<file path="src/design/scno_pkg.sv">
`timescale 1ns / 1ps
// Shared types and constants for the segment/circle nearest obstacle unit.
// No dependencies.
package scno_pkg;

  localparam int ENTRIES_DEF = 32;

  localparam int COORD_W = 16;
  localparam int RAD_W   = 13;
  localparam int KIND_W  = 2;
  localparam int OIDX_W  = 5;

  // item function codes
  localparam logic FUNC_WRITE = 1'b0;
  localparam logic FUNC_QUERY = 1'b1;

  // obstacle kinds
  localparam logic [KIND_W-1:0] KIND_EMPTY = 2'd0;
  localparam logic [KIND_W-1:0] KIND_SOLID = 2'd1;
  localparam logic [KIND_W-1:0] KIND_HOLE  = 2'd2;
  localparam logic [KIND_W-1:0] KIND_BALL  = 2'd3;

  // one table entry, as stored in the memory
  typedef struct packed {
    logic [KIND_W-1:0]         kind;
    logic signed [COORD_W-1:0] x;
    logic signed [COORD_W-1:0] y;
    logic [RAD_W-1:0]          radius;
  } entry_t;

  // query context, held for the whole scan
  typedef struct packed {
    logic signed [COORD_W-1:0] sx;
    logic signed [COORD_W-1:0] sy;
    logic signed [COORD_W-1:0] ex;
    logic signed [COORD_W-1:0] ey;
    logic signed [COORD_W:0]   dx;
    logic signed [COORD_W:0]   dy;
    logic [RAD_W-1:0]          margin;
    logic                      avoid;
  } query_ctx_t;

  // per-entry verdict from the evaluation pipeline
  typedef struct packed {
    logic                 valid;
    logic                 hit;
    logic                 last;
    logic [2*COORD_W:0]   sqd;   // squared start-to-centre distance
  } eval_res_t;

endpackage

</file>
<file path="src/design/scno_table.sv">
`timescale 1ns / 1ps
// Obstacle table: single synchronous memory, one write and one read port.
// Depends on scno_pkg.
module scno_table import scno_pkg::*; #(
  parameter int  ENTRIES = ENTRIES_DEF,
  localparam int IW      = (ENTRIES > 1) ? $clog2(ENTRIES) : 1
) (
  input  logic          clk,
  input  logic          wr_en,
  input  logic [IW-1:0] wr_addr,
  input  entry_t        wr_data,
  input  logic          rd_en,
  input  logic [IW-1:0] rd_addr,
  output entry_t        rd_data
);

  entry_t mem [ENTRIES];
  entry_t rd_data_r;

  always_ff @(posedge clk) begin
    if (wr_en) begin
      mem[wr_addr] <= wr_data;
    end
  end

  // registered read
  always_ff @(posedge clk) begin
    if (rd_en) begin
      rd_data_r <= mem[rd_addr];
    end
  end

  assign rd_data = rd_data_r;

endmodule

</file>
<file path="config.mk">
export PLATFORM = sky130hd
export DESIGN_NAME = scno_table
export DESIGN_NICKNAME = d
export VERILOG_FILES = /design/src/design/scno_pkg.sv /design/src/design/scno_table.sv
export SDC_FILE = /design/constraint.sdc
export NUM_CORES = 1
export LEC_CHECK = 0
export BUFFER_PORTS_ARGS = -buffer_cell sky130_fd_sc_hd__buf_2
export CORE_UTILIZATION = 40
export DETAILED_ROUTE_END_ITERATION = 8
export GPL_TIMING_DRIVEN = 0
export PLACE_DENSITY = 0.64
export REMOVE_ABC_BUFFERS = 1
export SLEW_MARGIN = 20
export SYNTH_ARGS = -nofsm -noshare
export SYNTH_HDL_FRONTEND = slang
export SYNTH_SLANG_ARGS = --single-unit
</file>
<file path="constraint.sdc">
create_clock -name clk -period 3.73 [get_ports clk]
set_clock_uncertainty 0.1 [all_clocks]
set_input_delay 0.1865 -clock clk [delete_from_list [all_inputs] [get_ports clk]]
set_output_delay 0.1865 -clock clk [all_outputs]
set_load 0.02 [all_outputs]
</file>
==> results, run 1 <==
- STA classifies the critical path startpoint as an input pin.
- The worst path meets setup with between 0.15 and 0.2 ns of slack.
- In the final routed layout, each cell accounts on average for 25.01 um.
- The via count of the first global-routing pass is just over 30000.
- The highest achievable clock rate is ~0.28 GHz.
- The flow ran to the end, and the final reports show no timing, DRC or antenna violations.
- Once the clock tree was built, the setup fixing pass inserted 0 buffers.
- Summing every instance area after synthesis gives about 0.06 sq mm.
- The cell type with the highest aggregate area in the netlist is sky130_fd_sc_hd__edfxtp_1.
- The sum of routed wire length over all layers is 140200 um.
- For this run, design rule violations remaining after detail routing come to 0.
- Of the total power, the clock network draws 41.1%.
- In this run the power density over the cells is ~520 mW/mm^2.
- Across every metal layer, demand over resource in global routing totals a little under a fifth.
- The weighted congestion at the end of routability-driven global placement is 0.6890.
- The count of max-cap constraint violations is 0.
- The count of nets left with antenna violations after detail routing is 0.
- The die width is 389.1 um.
- The kind of critical path is input pin to flip-flop.
- The worst path uses a little over nine tenths of the clock period.
- Dividing the synthesized area by the synthesized cell count gives 18.18 sq um.
- Yosys attributes the largest share of cell area to sky130_fd_sc_hd__edfxtp_1 78%, sky130_fd_sc_hd__mux2i_1 13%, sky130_fd_sc_hd__a22oi_1 1.8%, sky130_fd_sc_hd__a22o_1 1.4%, sky130_fd_sc_hd__nand3_1 1.2%.
- In this run the power spent charging and discharging nets is 0.007621 W.
- Cell internal power was estimated by the tool at 0.02880 W.
- The worst path required time is 4.10 ns.
- The fraction of power spent switching nets is 20.92%.
- The placed instances occupy a cell area of between 0.06 and 0.07 sq mm.
- The worst hold margin is 0.06357 ns.
- The combinational share of power is approximately 5.3%.
- The number of DRC violations after detailed-routing iteration 0 is ~2500.
- Measured against its own limit, the worst slew margin works out to 34.57%.
- The die span in y is 389.1 um.
- At the placement stage, the worst setup path has a slack of -0.01482 ns.
- The overall overflow remaining after global route is 0.
- The relative area change from synthesis to final layout is 17.96%.
- The root buffer cell is sky130_fd_sc_hd__clkbuf_16.
- The number of different library cells used by synthesis comes to 25.
- After layout, the minimum clock period comes to between 3 and 4 ns.
- Yosys printed 0 warnings.
- The clock tree synthesis step divided the H-tree into 4 levels.
- Setup violations remaining at the end of the flow were counted as 0.
- The signal on the critical path passes through dlygate4sd3_1 -> buf_12 -> buf_16 -> buf_16 -> buf_16 -> mux2i_1 -> a22o_1 -> nor3_1 -> a31oi_1 -> nand3_1.
- Registers are responsible for 53.6% of the overall power.
- Buffers placed on the I/O ports in this run total 106.
- The maximum VDD drop is 0.0004717 V.
- The die covers 0.1514 sq mm.
- The number of antenna violations at the first check in global routing is 5.
- The total iterations of the first detailed-routing run is 8.
- After clock tree synthesis, the flow added hold-fix buffers numbering 51.
- After routing the design area is 0.07070 sq mm.
- The final max-slew violation count is 0.
- The flip-flop and latch count after synthesis is about 1600.
- At the worst endpoint, the arrival time is 3.95 ns.
- By instance count, the cell type seen most on the critical path is sky130_fd_sc_hd__buf_16.
- Row generation in the floorplan step produced 141 rows.
- Together, buffers and inverters on the worst path number 5.
- The maximum number of buffers from clock root to sink is 3.
- The clock-pin transition on the worst setup and hold timing paths is 0.06 ns.
- In this run the worst path has a maximum fanout of 98.
- The total area inside the core boundary comes to 0.1482 sq mm.
- The first-pass GRT wire length is 202800 um.
- The insertion delay of the later-clocked pin in the worst-skew pair is just under 0.8 ns.
- The highest-delay cell along the critical path is sky130_fd_sc_hd__dlygate4sd3_1.
- Once the floorplan was initialized, standard cells occupied 40.45% of the core.
- At the pin with the least slew margin, the transition time is 0.9785 ns.
- The number of gates resized after CTS was 0.
- The kind of cell with the highest combined delay along the critical path is buffers and inverters.
- The top-area cell type share of the netlist area is 77.71%.
- Buffers inserted during clock tree synthesis total between 150 and 200.
- Once detailed placement completed, the half-perimeter wirelength came to 87530 um.
- Setup repair after global routing left no endpoint under its margin.
- The net count of the finished layout is 3623.
- The setup slack of the most critical reg-to-reg path is 1.99 ns.
- The ratio of cells with drive above 1 in the final layout is a little over an eighth.
- The number of placed I/O pins is around 110.
- The sequential share of the synthesized area is 77.71%.
- In this run the static leakage power is 24.43 nW.
- TritonCTS built the clock tree.
- After technology mapping, the gate count stands at 3296.
- The number of clock sinks is 1551.
- The stage delay of the slowest cell on the critical path is about 0.58 ns.
- The maximum number of pins on one net before global-route repair is 99.
- In this run the worst hold path is classified as input pin to flip-flop.
- The final hold violation count is 0.
- The kind of end point of the critical path is a flip-flop.
- The per-cell via count in the routed design is 5.425.
- The number of vias in the routed layout is 30420.
-- registers in the layout (all words and copies together), names as in the netlist --
name / flops
mem: 1504
rd_data: 47
-- area by class of cell --
cell class              instances  area [sq um]
diodes                          1         2.502
clock buffers                 183          4026
clock inverters                86         799.5
fillers                     12180         77490
multi-input cells            1557         12420
flip-flops and latches       1551         46570
well taps                    1930          2415
repair buffers                300          4462
-- per-layer routing --
layer | up-vias | routed length (um) | track usage (%)
li1 | 13720 | - | -
met4 | 2 | 3682 | 5.841
met2 | 879 | 71240 | 31.85
met1 | 15600 | 58310 | 23.89
met3 | 223 | 6995 | 2.586
met5 | - | 13 | 0
-- logic make-up after synthesis --
kind of cell | synth area share (%)
flip-flops | 77.71
buffers and inverters | 2.050
multiplexers | 12.56
AO/OA/AOI/OAI | 4.808
AND/OR/NAND/NOR | 2.879
-- power groups by stage --
stage	Combinational, W	Sequential, W	Clock (W)
after floorplan	0.000796	0.0199	0
after global placement	0.00265	0.0199	0
after detailed placement	0.00191	0.0199	0
after CTS	0.00197	0.0195	0.0152
after global routing	0.00208	0.0195	0.0159
final	0.00195	0.0195	0.0150
-- cells in the final DEF (no fill, tap or decap), types with 2 or more instances in the layout --
master / synthesis / layout
sky130_fd_sc_hd__nor3_1: 47 / 47
sky130_fd_sc_hd__nand3b_1: 5 / 5
sky130_fd_sc_hd__dlygate4sd3_1: 0 / 51
sky130_fd_sc_hd__clkbuf_16: 0 / 157
sky130_fd_sc_hd__buf_16: 0 / 72
sky130_fd_sc_hd__a22oi_1: 141 / 141
sky130_fd_sc_hd__clkinv_2: 0 / 21
sky130_fd_sc_hd__nand2b_4: 0 / 2
sky130_fd_sc_hd__mux2i_1: 752 / 752
sky130_fd_sc_hd__inv_6: 0 / 8
sky130_fd_sc_hd__buf_12: 0 / 72
sky130_fd_sc_hd__clkinv_1: 0 / 37
sky130_fd_sc_hd__nand3_1: 143 / 143
sky130_fd_sc_hd__a21oi_1: 141 / 141
sky130_fd_sc_hd__nor2_4: 0 / 33
sky130_fd_sc_hd__buf_2: 31 / 104
sky130_fd_sc_hd__nand2_1: 143 / 142
sky130_fd_sc_hd__edfxtp_1: 1551 / 1551
sky130_fd_sc_hd__clkinv_8: 0 / 2
sky130_fd_sc_hd__clkinvlp_4: 0 / 2
sky130_fd_sc_hd__a22o_1: 94 / 94
sky130_fd_sc_hd__a31oi_1: 47 / 47
sky130_fd_sc_hd__nor2b_4: 0 / 2
sky130_fd_sc_hd__bufinv_16: 0 / 14
sky130_fd_sc_hd__clkbuf_1: 74 / 26
sky130_fd_sc_hd__clkinv_4: 0 / 2
sky130_fd_sc_hd__or3b_2: 3 / 3
-- path summary, 6_finish.rpt --
check / start / end / cells after the start
worst min-delay path: rd_addr[1] / rd_data[3] / 5
worst min register to register: mem[10][29] / rd_data[29] / 4
worst max-delay path: rd_addr[0] / rd_data[43] / 10
worst max register to register: mem[6][15] / rd_data[15] / 5
-- per-stage QoR --
step	utilization, %	power, W	cells	setup TNS [ns]
2_1_floorplan	-	0.02074	3108	-177.35
3_3_place_gp	41.60	0.02255	5144	-4910.66
3_5_place_dp	44.11	0.02179	5287	-0.01482
4_1_cts	47.71	0.03672	5607	0
5_1_grt	47.71	0.03747	5607	0
6_report	47.71	0.03643	5608	0
-- worst min-delay path, stage by stage --
cell,delay (ns)
sky130_fd_sc_hd__buf_2,0.16
sky130_fd_sc_hd__nor2b_4,0.14
sky130_fd_sc_hd__a21oi_1,0.16
sky130_fd_sc_hd__nand3_1,0.08
sky130_fd_sc_hd__nand3_1,0.10
-- synth_stat cells --
library cell               number
sky130_fd_sc_hd__clkbuf_1      74
sky130_fd_sc_hd__nand2_1      143
sky130_fd_sc_hd__or3b_2         3
sky130_fd_sc_hd__or3_1          1
sky130_fd_sc_hd__buf_4         35
sky130_fd_sc_hd__nor3_1        47
sky130_fd_sc_hd__nor2_2         1
sky130_fd_sc_hd__and2_1         1
sky130_fd_sc_hd__buf_8          8
sky130_fd_sc_hd__clkbuf_4       2
sky130_fd_sc_hd__a31oi_1       47
sky130_fd_sc_hd__nor2b_1        2
sky130_fd_sc_hd__buf_2         31
sky130_fd_sc_hd__or2_2          1
sky130_fd_sc_hd__buf_6         34
sky130_fd_sc_hd__buf_1          4
sky130_fd_sc_hd__a22oi_1      141
sky130_fd_sc_hd__mux2i_1      752
sky130_fd_sc_hd__a21oi_1      141
sky130_fd_sc_hd__nand2b_1       2
sky130_fd_sc_hd__a22o_1        94
sky130_fd_sc_hd__nand3b_1       5
sky130_fd_sc_hd__nor2_1        33
sky130_fd_sc_hd__nand3_1      143
sky130_fd_sc_hd__edfxtp_1    1551
(Power assumes the default switching activity.)
==> run 2, diff against run 1 <==
--- a/config.mk
+++ b/config.mk
@@ -5,6 +5,7 @@
 export SDC_FILE = /design/constraint.sdc
 export NUM_CORES = 1
 export LEC_CHECK = 0
+export ABC_AREA = 1
 export BUFFER_PORTS_ARGS = -buffer_cell sky130_fd_sc_hd__buf_2
 export CORE_UTILIZATION = 40
 export DETAILED_ROUTE_END_ITERATION = 8
==> results, run 2 <==
- The largest fanout of any net on the critical path was 151 (was 98).
- The DRC violations left is 0 (unchanged).
- The number of vias in the routed layout was 39880 (was 30420).
- The maximum VDD drop is 0.0004859 V (was 0.0004717 V).
- The flip-flop cell with the highest count after synthesis is sky130_fd_sc_hd__edfxtp_1 (unchanged).
- The number of placed I/O pins is 107 (unchanged).
- The final hold violation count was 0 (unchanged).
- The global-route usage over all layers came to 20.70% (was 18.41%).
- The count of max-cap constraint violations is 0 (unchanged).
- The static leakage is 26.28 nW (was 24.43 nW).
- The worst hold path class is input pin to flip-flop (unchanged).
- The worst-case setup slack after placement is -0.2367 ns (was -0.01482 ns).
- The half-perimeter wire length after placement was 91680 um (was 87530 um).
- The maximum number of pins on one net before global-route repair is 202 (was 99).
- The final setup violation count is 0 (unchanged).
- The worst path required time came to 4.14 ns (was 4.10 ns).
- The power density normalized to cell area is 511.5 mW/mm^2 (was 515.2 mW/mm^2).
- The async set-or-reset flop fraction in the synthesized netlist is 0% (unchanged).
- The most flop-heavy register is mem (unchanged).
- The die span in y was 395.8 um (was 389.1 um).
- The synthesized instance count came to 5170 (was 3296).
- The post-synthesis share of cell area spent on xor and xnor gates is 0% (unchanged).
- The fill cell instance count of the final layout is 13330 (was 12180).
- The root buffer cell is sky130_fd_sc_hd__clkbuf_16 (unchanged).
- The wire length per cell is 21.97 um (was 25.01 um).
- The area of the mapped netlist is 0.06204 sq mm (was 0.05994 sq mm).
- The weighted congestion at the end of routability-driven global placement is 0.7141 (was 0.6890).
- The cell type with the highest aggregate area in the netlist is sky130_fd_sc_hd__edfxtp_1 (unchanged).
- The relative area change from synthesis to final layout came to 17.01% (was 17.96%).
- The minimum clock period after layout is 3.178 ns (was 3.573 ns).
- The top-area cell type share of the netlist area is 75.07% (was 77.71%).
- RSZ-0062 raised after global routing: no (unchanged).
- The insertion delay of the later-clocked pin in the worst-skew pair is 0.77 ns (was 0.78 ns).
- The adder-cell area share of the yosys netlist is 0% (unchanged).
- The initial core utilization is 40.27% (was 40.45%).
- The number of buffers inserted by hold repair at cts is 51 (unchanged).
- The flip-flop and latch count after synthesis is 1551 (unchanged).
- The number of nets in the layout was 5359 (was 3623).
- The count of flip-flops with a built-in enable after synthesis was 1551 (unchanged).
- The final max-slew violation count is 0 (unchanged).
- The synthesis warning total is 0 (unchanged).
- The transition time at the pin with the least slew margin is 0.9555 ns (was 0.9785 ns).
- The clock-pin transition on the worst setup and hold timing paths came to 0.06 ns (about the same).
- The number of gates resized after CTS is 0 (unchanged).
- The sequential share of the synthesized area is 75.07% (was 77.71%).
- The maximum number of buffers from clock root to sink is 3 (unchanged).
- The arrival time of the worst setup path was 3.58 ns (was 3.95 ns).
- The number of antenna violations at the first check in global routing was 4 (was 5).
- The synthesized-area fraction occupied by ao, oa, aoi and oai cells is 0% (was 4.808%).
- Dominant cells by area after synthesis: sky130_fd_sc_hd__edfxtp_1 75%, sky130_fd_sc_hd__nand2_1 13%, sky130_fd_sc_hd__nand3_1 9.2%, sky130_fd_sc_hd__buf_2 1.7%, sky130_fd_sc_hd__clkbuf_1 0.31% (was sky130_fd_sc_hd__edfxtp_1 78%, sky130_fd_sc_hd__mux2i_1 13%, sky130_fd_sc_hd__a22oi_1 1.8%, sky130_fd_sc_hd__a22o_1 1.4%, sky130_fd_sc_hd__nand3_1 1.2%).
- The flip-flop count of the largest register after layout is 1504 (unchanged).
- Post-synth top cells: 2115 x sky130_fd_sc_hd__nand2_1, 1551 x sky130_fd_sc_hd__edfxtp_1, 1140 x sky130_fd_sc_hd__nand3_1, 216 x sky130_fd_sc_hd__buf_2, 51 x sky130_fd_sc_hd__clkbuf_1 (was 1551 x sky130_fd_sc_hd__edfxtp_1, 752 x sky130_fd_sc_hd__mux2i_1, 143 x sky130_fd_sc_hd__nand2_1, 143 x sky130_fd_sc_hd__nand3_1).
- The smallest setup slack after layout is 0.5518 ns (was 0.1572 ns).
- The worst hold margin was 0.1686 ns (was 0.06357 ns).
- The highest achievable clock rate is 0.3146 GHz (was 0.2799 GHz).
- Top library cells by usage in the layout, fill and taps aside: 2115 x sky130_fd_sc_hd__nand2_1, 1551 x sky130_fd_sc_hd__edfxtp_1, 1140 x sky130_fd_sc_hd__nand3_1 (was 1551 x sky130_fd_sc_hd__edfxtp_1, 752 x sky130_fd_sc_hd__mux2i_1, 157 x sky130_fd_sc_hd__clkbuf_16).
- The worst relative slew slack came to 36.12% (was 34.57%).
- The die width is 395.8 um (was 389.1 um).
- The number of antenna diodes was 0 (was 1).
- The overall overflow remaining after global route was 0 (unchanged).
- The post-CTS setup buffer count is 0 (unchanged).
- The area of the core is 0.1540 sq mm (was 0.1482 sq mm).
- The number of placement rows is 144 (was 141).
- The kind of critical path is input pin to flip-flop (unchanged).
- The main combinational cell family by area after synthesis was simple AND/OR/NAND/NOR gates (was multiplexers).
- The unique cell type count in the Yosys netlist was 12 (was 25).
- The kind of end point of the critical path is a flip-flop (unchanged).
- The number of instances on the worst hold path came to 8 (was 5).
- The depth of the worst register-to-register path is 9 (was 5).
- The number of port buffers came to 106 (unchanged).
- The most common cell in the netlist is sky130_fd_sc_hd__nand2_1 (was sky130_fd_sc_hd__edfxtp_1).
- The total number of H-tree levels came to 4 (unchanged).
- The first-pass GRT wire length is 243100 um (was 202800 um).
- The number of clock buffers inserted by TritonCTS is 160 (was 153).
- The proportion of synthesized area in mux cells is 0% (was 12.56%).
- The leading cell type in the layout, fill and taps excluded is sky130_fd_sc_hd__nand2_1 (was sky130_fd_sc_hd__edfxtp_1).
- The average footprint of a synthesized cell is 12.00 sq um (was 18.18 sq um).
- The type of origin of the critical path is an input pin (unchanged).
- The ratio of cells with drive above 1 in the final layout came to 9.163% (was 13.54%).
- The number of DRC violations after detailed-routing iteration 0 came to 4675 (was 2484).
- The CTS tree is yes (unchanged).
- The area of the die came to 0.1567 sq mm (was 0.1514 sq mm).
- The sum of routed wire length over all layers is 164000 um (was 140200 um).
- The via count of the first global-routing pass came to 37900 (was 30280).
- The per-cell via count in the routed design is 5.340 (was 5.425).
- Run status: finished clean (unchanged).
- The number of clock sinks is 1551 (unchanged).
- The count of nets left with antenna violations after detail routing is 0 (unchanged).
- The post-synthesis simple-gate area fraction is 22.19% (was 2.879%).
- The fraction of the cycle the final worst path needs is 85.21% (was 95.78%).
- The total iterations of the first detailed-routing run is 5 (was 8).
[run 2: stage by stage]
step / TNS, ns / cell area (sq um) / std cells / total power, W / util [%]
floorplan: -36.15 / 60380 / 4848 / 0.02098 / -
global placement: -5796.16 / 63470 / 6998 / 0.02225 / 41.20
detailed placement: -1.920 / 67090 / 7130 / 0.02209 / 43.55
CTS: 0 / 72600 / 7468 / 0.03734 / 47.13
global route: 0 / 72600 / 7468 / 0.03823 / 47.13
finish: 0 / 72600 / 7468 / 0.03713 / 47.13
[run 2: cells by family after synthesis]
kind of cell / after synthesis
DFF: 1551
buffers and inverters: 332
and+or+nand+nor: 3287
[run 2: routing by layer]
layer  up-vias  wire length [um]  track usage (%)
li1      18360                 -                -
met3       275             13730            3.148
met1     19470             69500            29.52
met2      1772             76830            32.86
met4         2              3972            5.923
met5         -                 7                0
[run 2: path summary, 6_finish.rpt]
kind          startpoint  slack (ns)          end
max           rd_addr[0]        0.55  rd_data[34]
min           rd_addr[1]        0.17  rd_data[40]
max reg2reg  mem[28][38]        1.89  rd_data[38]
min reg2reg  mem[18][20]        0.72  rd_data[20]
[run 2: critical path, stage by stage]
cell,delay (ns)
sky130_fd_sc_hd__buf_8,0.29
sky130_fd_sc_hd__buf_16,0.37
sky130_fd_sc_hd__buf_16,0.40
sky130_fd_sc_hd__inv_16,0.28
sky130_fd_sc_hd__buf_16,0.33
sky130_fd_sc_hd__buf_16,0.30
sky130_fd_sc_hd__nand2_1,0.21
sky130_fd_sc_hd__nand3_1,0.09
sky130_fd_sc_hd__nand3_1,0.10
sky130_fd_sc_hd__nand2_1,0.08
sky130_fd_sc_hd__nand2_1,0.07
sky130_fd_sc_hd__nand2_1,0.08
sky130_fd_sc_hd__nand2_1,0.11
sky130_fd_sc_hd__nand2_1,0.09
[run 2: cell type report]
class | count | area [sq um] | area share (%)
inverters | 10 | 78.83 | 0.1086
repair buffers | 289 | 4384 | 6.039
clock inverters | 95 | 787.0 | 1.084
multi-input cells | 3287 | 14000 | 19.29
flip-flops and latches | 1551 | 46570 | 64.16
clock buffers | 192 | 4209 | 5.798
well taps | 2044 | 2557 | 3.523
[run 2: report_power, final]
| part | leakage, nW | total (W) | internal (W) | switching [W] |
|---|---|---|---|---|
| clock network | 2.45 | 0.0154 | 0.00874 | 0.00661 |
| registers | 14.0 | 0.0195 | 0.0194 | 0.0000568 |
| logic | 9.80 | 0.00227 | 0.000644 | 0.00163 |
| total | 26.3 | 0.0371 | 0.0288 | 0.00830 |
